--- src/rtl/ppmd_pkg.sv ---
`timescale 1ns / 1ps
// ----------------------------------------------------------------------------
// ppmd_pkg
// Shared widths, constants and the result record of the PPM pulse train
// decoder.
// ----------------------------------------------------------------------------
package ppmd_pkg;

    // field widths
    localparam int WIDTH_W    = 16;
    localparam int SLOT_IDX_W = 4;

    // saturation limit of the pulse width counter
    localparam logic [WIDTH_W-1:0] WIDTH_MAX = {WIDTH_W{1'b1}};

    // sync threshold after reset
    localparam logic [WIDTH_W-1:0] SYNC_THRESHOLD_RST = 16'd3000;

    // one decoded pulse
    typedef struct packed {
        logic [WIDTH_W-1:0]    pulse_width;
        logic [SLOT_IDX_W-1:0] slot_index;
        logic                  slot_written;
        logic                  is_sync;
        logic                  frame_complete;
        logic                  slot_overflow;
    } pulse_result_t;

endpackage

--- src/rtl/ppm_pulse_train_decoder_top.sv ---
`timescale 1ns / 1ps
// ----------------------------------------------------------------------------
// ppm_pulse_train_decoder_top
// Measures high pulses on a sampled PPM line and sorts them into frame slots.
// ----------------------------------------------------------------------------
// Usage:
//   Input channel (in_valid / in_stall, line_level) carries one line sample
//   per timebase tick. Output channel (out_valid / out_stall) carries one
//   item per completed high pulse: its width, the slot it went to, and the
//   sync, frame complete and overflow flags. Samples that end no pulse give
//   no output item.
//   A sample is captured in the input register, decoded from there, and
//   its item is written into the result register, where out_valid rises.
//   Throughput: one sample per cycle while in_stall is low; the input and
//   result registers form a two-stage pipe, the decode step a single pass.
//   Stall: while a result waits in the output register, samples that make no
//   result still flow; a sample that would end a pulse waits in the input
//   register and in_stall goes high until the receiver takes the result.
//   Reset: all control state clears, sync_threshold returns to 3000 and no
//   frame is open. The config port (cfg_valid / cfg_ready, cfg_data) is
//   always ready and should be written only while the block is idle.
// ----------------------------------------------------------------------------
module ppm_pulse_train_decoder_top #(
    parameter int SLOTS = 9
) (
    input  logic                            clk,
    input  logic                            rst_n,
    // config write channel
    input  logic                            cfg_valid,
    output logic                            cfg_ready,
    input  logic [ppmd_pkg::WIDTH_W-1:0]    cfg_data,
    // sample channel
    input  logic                            in_valid,
    output logic                            in_stall,
    input  logic                            line_level,
    // result channel
    output logic                            out_valid,
    input  logic                            out_stall,
    output logic [ppmd_pkg::WIDTH_W-1:0]    pulse_width,
    output logic [ppmd_pkg::SLOT_IDX_W-1:0] slot_index,
    output logic                            slot_written,
    output logic                            is_sync,
    output logic                            frame_complete,
    output logic                            slot_overflow
);

    localparam int SC_W = $clog2(SLOTS + 1);
    localparam logic [SC_W-1:0] SLOTS_LIM = SC_W'(SLOTS);

    // config register
    logic [ppmd_pkg::WIDTH_W-1:0] sync_threshold_reg;

    // input stage
    logic s1_valid_reg;
    logic s1_level_reg;

    // decoder state
    logic                         previous_level_reg, previous_level_next;
    logic                         measuring_reg, measuring_next;
    logic [ppmd_pkg::WIDTH_W-1:0] width_counter_reg, width_counter_next;
    logic                         in_frame_reg, in_frame_next;
    logic [SC_W-1:0]              slot_count_reg, slot_count_next;

    // output stage
    logic                    out_valid_reg;
    ppmd_pkg::pulse_result_t out_reg, out_next;

    logic produces;
    logic out_free;
    logic advance;
    logic in_take;
    logic sync_hit;

    assign cfg_ready = 1'b1;

    // config write
    always_ff @(posedge clk or negedge rst_n)
    begin
        if (!rst_n)
        begin
            sync_threshold_reg <= ppmd_pkg::SYNC_THRESHOLD_RST;
        end
        else if (cfg_valid && cfg_ready)
        begin
            sync_threshold_reg <= cfg_data;
        end
    end

    // pipe control
    assign produces = !s1_level_reg && previous_level_reg && measuring_reg;
    assign out_free = !out_valid_reg || !out_stall;
    assign advance  = s1_valid_reg && (!produces || out_free);
    assign in_stall = s1_valid_reg && !advance;
    assign in_take  = in_valid && !in_stall;

    // input register
    always_ff @(posedge clk or negedge rst_n)
    begin
        if (!rst_n)
        begin
            s1_valid_reg <= 1'b0;
        end
        else if (in_take)
        begin
            s1_valid_reg <= 1'b1;
        end
        else if (advance)
        begin
            s1_valid_reg <= 1'b0;
        end
    end

    always_ff @(posedge clk)
    begin
        if (in_take)
        begin
            s1_level_reg <= line_level;
        end
    end

    // decode step
    assign sync_hit = width_counter_reg > sync_threshold_reg;

    always_comb
    begin
        previous_level_next = s1_level_reg;
        measuring_next      = measuring_reg;
        width_counter_next  = width_counter_reg;
        in_frame_next       = in_frame_reg;
        slot_count_next     = slot_count_reg;

        out_next.pulse_width    = width_counter_reg;
        out_next.slot_index     = '0;
        out_next.slot_written   = 1'b0;
        out_next.is_sync        = sync_hit;
        out_next.frame_complete = 1'b0;
        out_next.slot_overflow  = 1'b0;

        if (s1_level_reg)
        begin
            // rising edge starts a count, high samples extend it
            if (!previous_level_reg)
            begin
                measuring_next     = 1'b1;
                width_counter_next = {{(ppmd_pkg::WIDTH_W-1){1'b0}}, 1'b1};
            end
            else if (measuring_reg && width_counter_reg != ppmd_pkg::WIDTH_MAX)
            begin
                width_counter_next = width_counter_reg + 1'b1;
            end
        end
        else if (produces)
        begin
            measuring_next = 1'b0;

            // slot fill inside a frame
            if (in_frame_reg)
            begin
                if (slot_count_reg < SLOTS_LIM)
                begin
                    out_next.slot_index = ppmd_pkg::SLOT_IDX_W'(slot_count_reg)
                                        + 1'b1;
                    out_next.slot_written = 1'b1;
                    slot_count_next       = slot_count_reg + 1'b1;
                end
                else
                begin
                    out_next.slot_overflow = 1'b1;
                end
            end

            // sync opens or closes a frame
            if (sync_hit)
            begin
                if (in_frame_reg)
                begin
                    in_frame_next           = 1'b0;
                    slot_count_next         = '0;
                    out_next.frame_complete = 1'b1;
                end
                else
                begin
                    in_frame_next = 1'b1;
                end
            end
        end
    end

    // decoder state registers
    always_ff @(posedge clk or negedge rst_n)
    begin
        if (!rst_n)
        begin
            previous_level_reg <= 1'b0;
            measuring_reg      <= 1'b0;
            width_counter_reg  <= '0;
            in_frame_reg       <= 1'b0;
            slot_count_reg     <= '0;
        end
        else if (advance)
        begin
            previous_level_reg <= previous_level_next;
            measuring_reg      <= measuring_next;
            width_counter_reg  <= width_counter_next;
            in_frame_reg       <= in_frame_next;
            slot_count_reg     <= slot_count_next;
        end
    end

    // result register
    always_ff @(posedge clk or negedge rst_n)
    begin
        if (!rst_n)
        begin
            out_valid_reg <= 1'b0;
        end
        else if (advance && produces)
        begin
            out_valid_reg <= 1'b1;
        end
        else if (!out_stall)
        begin
            out_valid_reg <= 1'b0;
        end
    end

    always_ff @(posedge clk)
    begin
        if (advance && produces)
        begin
            out_reg <= out_next;
        end
    end

    assign out_valid      = out_valid_reg;
    assign pulse_width    = out_reg.pulse_width;
    assign slot_index     = out_reg.slot_index;
    assign slot_written   = out_reg.slot_written;
    assign is_sync        = out_reg.is_sync;
    assign frame_complete = out_reg.frame_complete;
    assign slot_overflow  = out_reg.slot_overflow;

endmodule
--- config.mk ---
export PLATFORM = sky130hd
export DESIGN_NAME = ppm_pulse_train_decoder_top
export DESIGN_NICKNAME = d
export VERILOG_FILES = /design/src/rtl/ppmd_pkg.sv /design/src/rtl/ppm_pulse_train_decoder_top.sv
export SDC_FILE = /design/constraint.sdc
export NUM_CORES = 1
export LEC_CHECK = 0
export ABC_AREA = 1
export BUFFER_PORTS_ARGS = -buffer_cell sky130_fd_sc_hd__buf_2
export CORE_ASPECT_RATIO = 0.8
export CORE_MARGIN = 5
export CORE_UTILIZATION = 45
export CTS_CLUSTER_DIAMETER = 60
export CTS_CLUSTER_SIZE = 40
export DETAILED_ROUTE_END_ITERATION = 6
export PLACE_DENSITY = 0.68
export SETUP_SLACK_MARGIN = 0.2
export SLEW_MARGIN = 40
export SYNTH_ARGS = -nofsm -noshare
export SYNTH_HDL_FRONTEND = slang
export SYNTH_SLANG_ARGS = --single-unit
--- constraint.sdc ---
create_clock -name clk -period 2 [get_ports clk]
set_input_delay 0.3 -clock clk [delete_from_list [all_inputs] [get_ports clk]]
set_output_delay 0.3 -clock clk [all_outputs]
set_load 0.02 [all_outputs]
# --- Word-level counts from Yosys, hierarchy flattened ---
# Index checks and enable logic that the tools add are counted.
# W data, S select, Z words.
word_totals:
  in_bits: 22
  reg_bits: 66
  word_cells: 69
  output_inout_bits: 27
classes:
  muxes: 17
  bitwise_logic: 5
  n_lt_le_gt_ge: 2
  n_reduce_logical: 24
  n_eq_ne: 4
  add_sub_neg: 2
op_table:
  columns: ["operator", "count"]
  rows:
  - ["$mux W16", 2]
  - ["$add A16 B1 Y16 const B", 1]
  - ["$gt A16 B16 Y1", 1]
  - ["$mux W4", 4]
  - ["$ne A16 B16 Y1 const B", 1]
  - ["$mux W1", 11]
  - ["$reduce_and A3 Y1", 3]
  - ["$logic_and A1 B1 Y1", 7]
  - ["$logic_not A1 Y1", 6]
  - ["$reduce_or A3 Y1", 2]
  - ["$not A1 Y1", 5]
  - ["$add A4 B1 Y4 const B", 1]
  - ["$lt A4 B4 Y1 const B", 1]
  - ["$ne A2 B1 Y1 const B", 2]
  - ["$reduce_and A4 Y1", 1]
  - ["$reduce_bool A2 Y1", 2]
  - ["$reduce_or A4 Y1", 1]
  - ["$logic_or A1 B1 Y1", 2]
  - ["$ne A2 B2 Y1 const B", 1]

# --- Longest topological paths before layout ---
logic_depth:
  word_depth: 11
  depth_mapped: 16
  depth_no_buf: 16

# --- Worst setup path after synthesis ---
# OpenSTA, ideal clock, no wires.
synth_timing:
  path_type: "flip-flop to flip-flop"
  startpoint: "register out_valid_reg (netlist: out_valid)"
  endpoint: "register in_frame_reg"
  arrival_ns: 1.783
  setup_time_ns: 0.127
  required_ns: 1.873
  path_buffers: 0
  path_stages_with_launch: 8
  synth_period_minus_slack_ns: 1.910
  slack_ns: 0.090
  path_cell_list: "dfrtp_1 > nand2_1 > inv_1 > a21oi_2 > nand2_1 > inv_1 > nand3_2 > xor2_1"
synth_between:
  elab_chain_cells: 5
synth_lines:
  columns: ["element", "line", "source"]
  rows:
  - ["start, declared", "ppm_pulse_train_decoder_top.sv:65", "logic out_valid_reg;"]
  - ["start signal, assigned", "ppm_pulse_train_decoder_top.sv:215", "out_valid_reg <= 1'b0;"]
  - ["start signal, assigned", "ppm_pulse_train_decoder_top.sv:219", "out_valid_reg <= 1'b1;"]
  - ["start signal, assigned", "ppm_pulse_train_decoder_top.sv:223", "out_valid_reg <= 1'b0;"]
  - ["$logic_not A1 Y1", "ppm_pulse_train_decoder_top.sv:91", "assign out_free = !out_valid_reg || !out_stall;"]
  - ["$logic_or A1 B1 Y1", "ppm_pulse_train_decoder_top.sv:91", null]
  - ["$logic_or A1 B1 Y1", "ppm_pulse_train_decoder_top.sv:92", "assign advance = s1_valid_reg && (!produces || out_free);"]
  - ["$logic_and A1 B1 Y1", "ppm_pulse_train_decoder_top.sv:92", null]
  - ["$reduce_and A4 Y1 (no source line)", null, null]
  - ["end signal, assigned", "ppm_pulse_train_decoder_top.sv:205", "in_frame_reg <= in_frame_next;"]
  - ["end, declared", "ppm_pulse_train_decoder_top.sv:61", "logic in_frame_reg, in_frame_next;"]
# Every way passes these cells.
# A chain may end at the register's enable or synchronous reset.

==> flow_summary.ini <==
[synth]
syn_inst = 367
synth_most_common_cell = nand2_1
synth-seq-cells = 66
synthArstFlopShare_pct = 62.1
synth-main-ff-cell = dfrtp_1
yosysSeqAreaShare_pct = 53.1
yosys-top-cells-count = nand2_1, inv_1, nor2_1, dfrtp_1, edfxtp_1
yosys_warnings = 0
synth-edff-count = 25
syn_nets = 408
netlist_area_um2 = 3360
yosysUniqueCellTypes = 29
yosysTopAreaCell = dfrtp_1
synth_area_leaders = dfrtp_1, edfxtp_1, nand2_1
synth.avg_cell_area_um2 = 9.16
synth_top_area_share_pct = 25.3

[layout]
syn_to_final_growth_pct = 28.7
diodes = 0
design_area_um2 = 4330
fillers = 624
drive_gt1_share_pct = 34.1
nNetsFinal = 488
post_layout_nonfiller_instances = 542

[flow_run]
cap_violations = 0

[route]
antenna_left = 0
drc = 0
vias = 2640
drt_iter0_markers = 130
wirelength_mm = 7.27
viasPerCell = 4.87
wire_per_inst_um = 13.4
drtPass1Iterations = 4

[floorplanning]
dieArea_um2 = 9310
die_y_um = 87.3
core_area_um2 = 7320
initial_core_util_pct = 45.9
fp.dieW_um = 107
num_io_pins = 49
rows = 28

[grt]
antenna_found_initial = 0
grt_max_degree = 32
grt_pass1_wl_mm = 12.1
global_route.overflow_total = 0
grt_pass1_vias = 2582
track_usage_pct = 16.7

[placement]
numPortBuffers = 47
dp_cells = 518
dpl_cell_area_um2 = 3880
hpwl_mm = 5.12
place.gp.congestion = 0.899

[worst_hold_path]
min_to = previous_level_next$_DFFE_PP_
hold_depth = 1
hp-class = in -> reg
min_from = line_level

[sta]
rsz0062_at_grt = yes
setup_violations = 0
finalMaxSlewViolations = 0
finalCriticalPeriod_ps = 1860
tns_ps = 0
skew_ps = 6.99
fmax_ghz = 0.536
hold_viol = 0
post-route-period-util_pct = 93.2

[setup_path]
crit_path_max_incr_delay_ps = 540
reg2regPathDepth = 12
ff2ff_setup_slack_ps = 140
crit_top_cell = nand2_1
cp_max_fo = 7
crit_arrival_ps = 2110
end_kind = flop
crit_type = reg -> reg
start_kind = flop
critPathBufInv = 2
r2r_start = sync_threshold_reg[9]$_DFFE_PN1P_
crit_chain = inv_2, ha_4, nand4_1, nor3_2, buf_4, nand2_4, nand2_4, nand2_4, nand2_1, nand2_1, nand2_1, nand2_1
worstPathRequired_ps = 2250
crit_family = simple AND/OR/NAND/NOR gates
cpMaxStageDelayCell = dfstp_2

[power]
irDropWorstVdd_v = 0.000346
p_leak_uw = 0.00202
p_per_area_nw_per_um2 = 788

[clock_tree]
cts_buffers = 9
cts_tree = built
cts-root-buf = clkbuf_8
clk_latency_ps = 350
cts.sinks = 66
cts.path.max_buffers = 2
clk_pin_slew_ps = 70
cts.htree.levels = 3

[outcome]
status = finished clean
==> cells in the final DEF (no fill, tap or decap), types with 2 or more instances in the layout <==
| cell | count |
|---|---|
| a21oi_1 | 5 |
| a21oi_2 | 2 |
| buf_12 | 4 |
| buf_2 | 46 |
| buf_4 | 21 |
| buf_6 | 4 |
| clkbuf_1 | 2 |
| clkbuf_8 | 11 |
| clkinv_2 | 3 |
| dfrtp_1 | 28 |
| dfrtp_2 | 6 |
| dfstp_2 | 7 |
| edfxtp_1 | 25 |
| ha_1 | 13 |
| ha_4 | 5 |
| inv_1 | 44 |
| inv_2 | 5 |
| nand2_1 | 82 |
| nand2_2 | 11 |
| nand2_4 | 4 |
| nand3_1 | 15 |
| nand3_2 | 2 |
| nand3_4 | 2 |
| nand4_1 | 4 |
| nor2_1 | 33 |
| nor2_2 | 2 |
| nor2_4 | 2 |
| nor3_1 | 7 |
| nor3_2 | 2 |
| nor3_4 | 2 |
| o21ai_0 | 20 |
| o21ai_2 | 9 |
| xor2_1 | 15 |
==> per-stage QoR <==
| step | hold WS (ps) | total power, uW | util, % | setup slack, ps |
|---|---|---|---|---|
| finish | 127 | 3410 | 59.1 | 135 |
| global route | 110 | 3620 | 59.1 | 22.2 |
| detailed placement | 268 | 2330 | 53.0 | 24.9 |
| CTS | 118 | 3370 | 57.4 | 146 |
| global placement | 271 | 2310 | 53.0 | 78.1 |
| floorplan | 4.41 | 2080 | - | 203 |
==> cells by family (layout without fill, tap and decap cells) <==
group	after synthesis	in the layout	synth area share, %
AOI/OAI and AO/OA	38	38	6.85
xor gates and xnor gates	16	16	4.17
adders and majority gates	19	19	7.07
buffers and inverters	57	142	6.92
DFF	66	66	53.1
muxes	1	1	0.335
other	1	1	0.112
and+or+nand+nor	169	169	21.5
==> power breakdown <==
part           switching (uW)  internal, uW
Combinational             455           309
Sequential               92.0          1540
Clock                     498           512
Total                    1040          2370
==> layout make-up <==
cell class	instances	area, um^2	share of cell area [%]
inverters	50	191	4.42
multi-input cells	244	1530	35.4
clock buffers	13	159	3.67
repair buffers	76	523	12.1
clock inverters	3	15.0	0.347
well taps	90	113	2.60
flip-flops and latches	66	1790	41.4
==> metal layers <==
metal	vias up	wire length, um	GRT usage [%]
li1	1339	-	-
met1	1228	3210	20.9
met2	61	3550	27.1
met3	12	409	5.34
met4	0	108	6.27
met5	-	0	0
==> how the worst max path moves through the flow <==
stage,from,cells past startpoint,to
after floorplan,previous_level_reg$_DFFE_PN0P_,9,flop
after global placement,sync_threshold_reg[9]$_DFFE_PN1P_,10,frame_complete$_SDFFCE_PP0P_
after global routing,sync_threshold_reg[3]$_DFFE_PN1P_,15,flop
final,sync_threshold_reg[9]$_DFFE_PN1P_,12,flop
after detailed placement,sync_threshold_reg[9]$_DFFE_PN1P_,10,frame_complete$_SDFFCE_PP0P_
after CTS,sync_threshold_reg[9]$_DFFE_PN1P_,12,flop
==> timing repair <==
action / 4_1_cts / 5_1_grt
hold buffers: 1 / 0
endpoints found under the setup margin: 8 / 23
hold endpoints to repair: 17 / 0
gates resized for setup: 26 / 24
buffers inserted: 3 / 4
pin swaps: 17 / 12
Note: power is estimated with default switching activity, not from simulation.
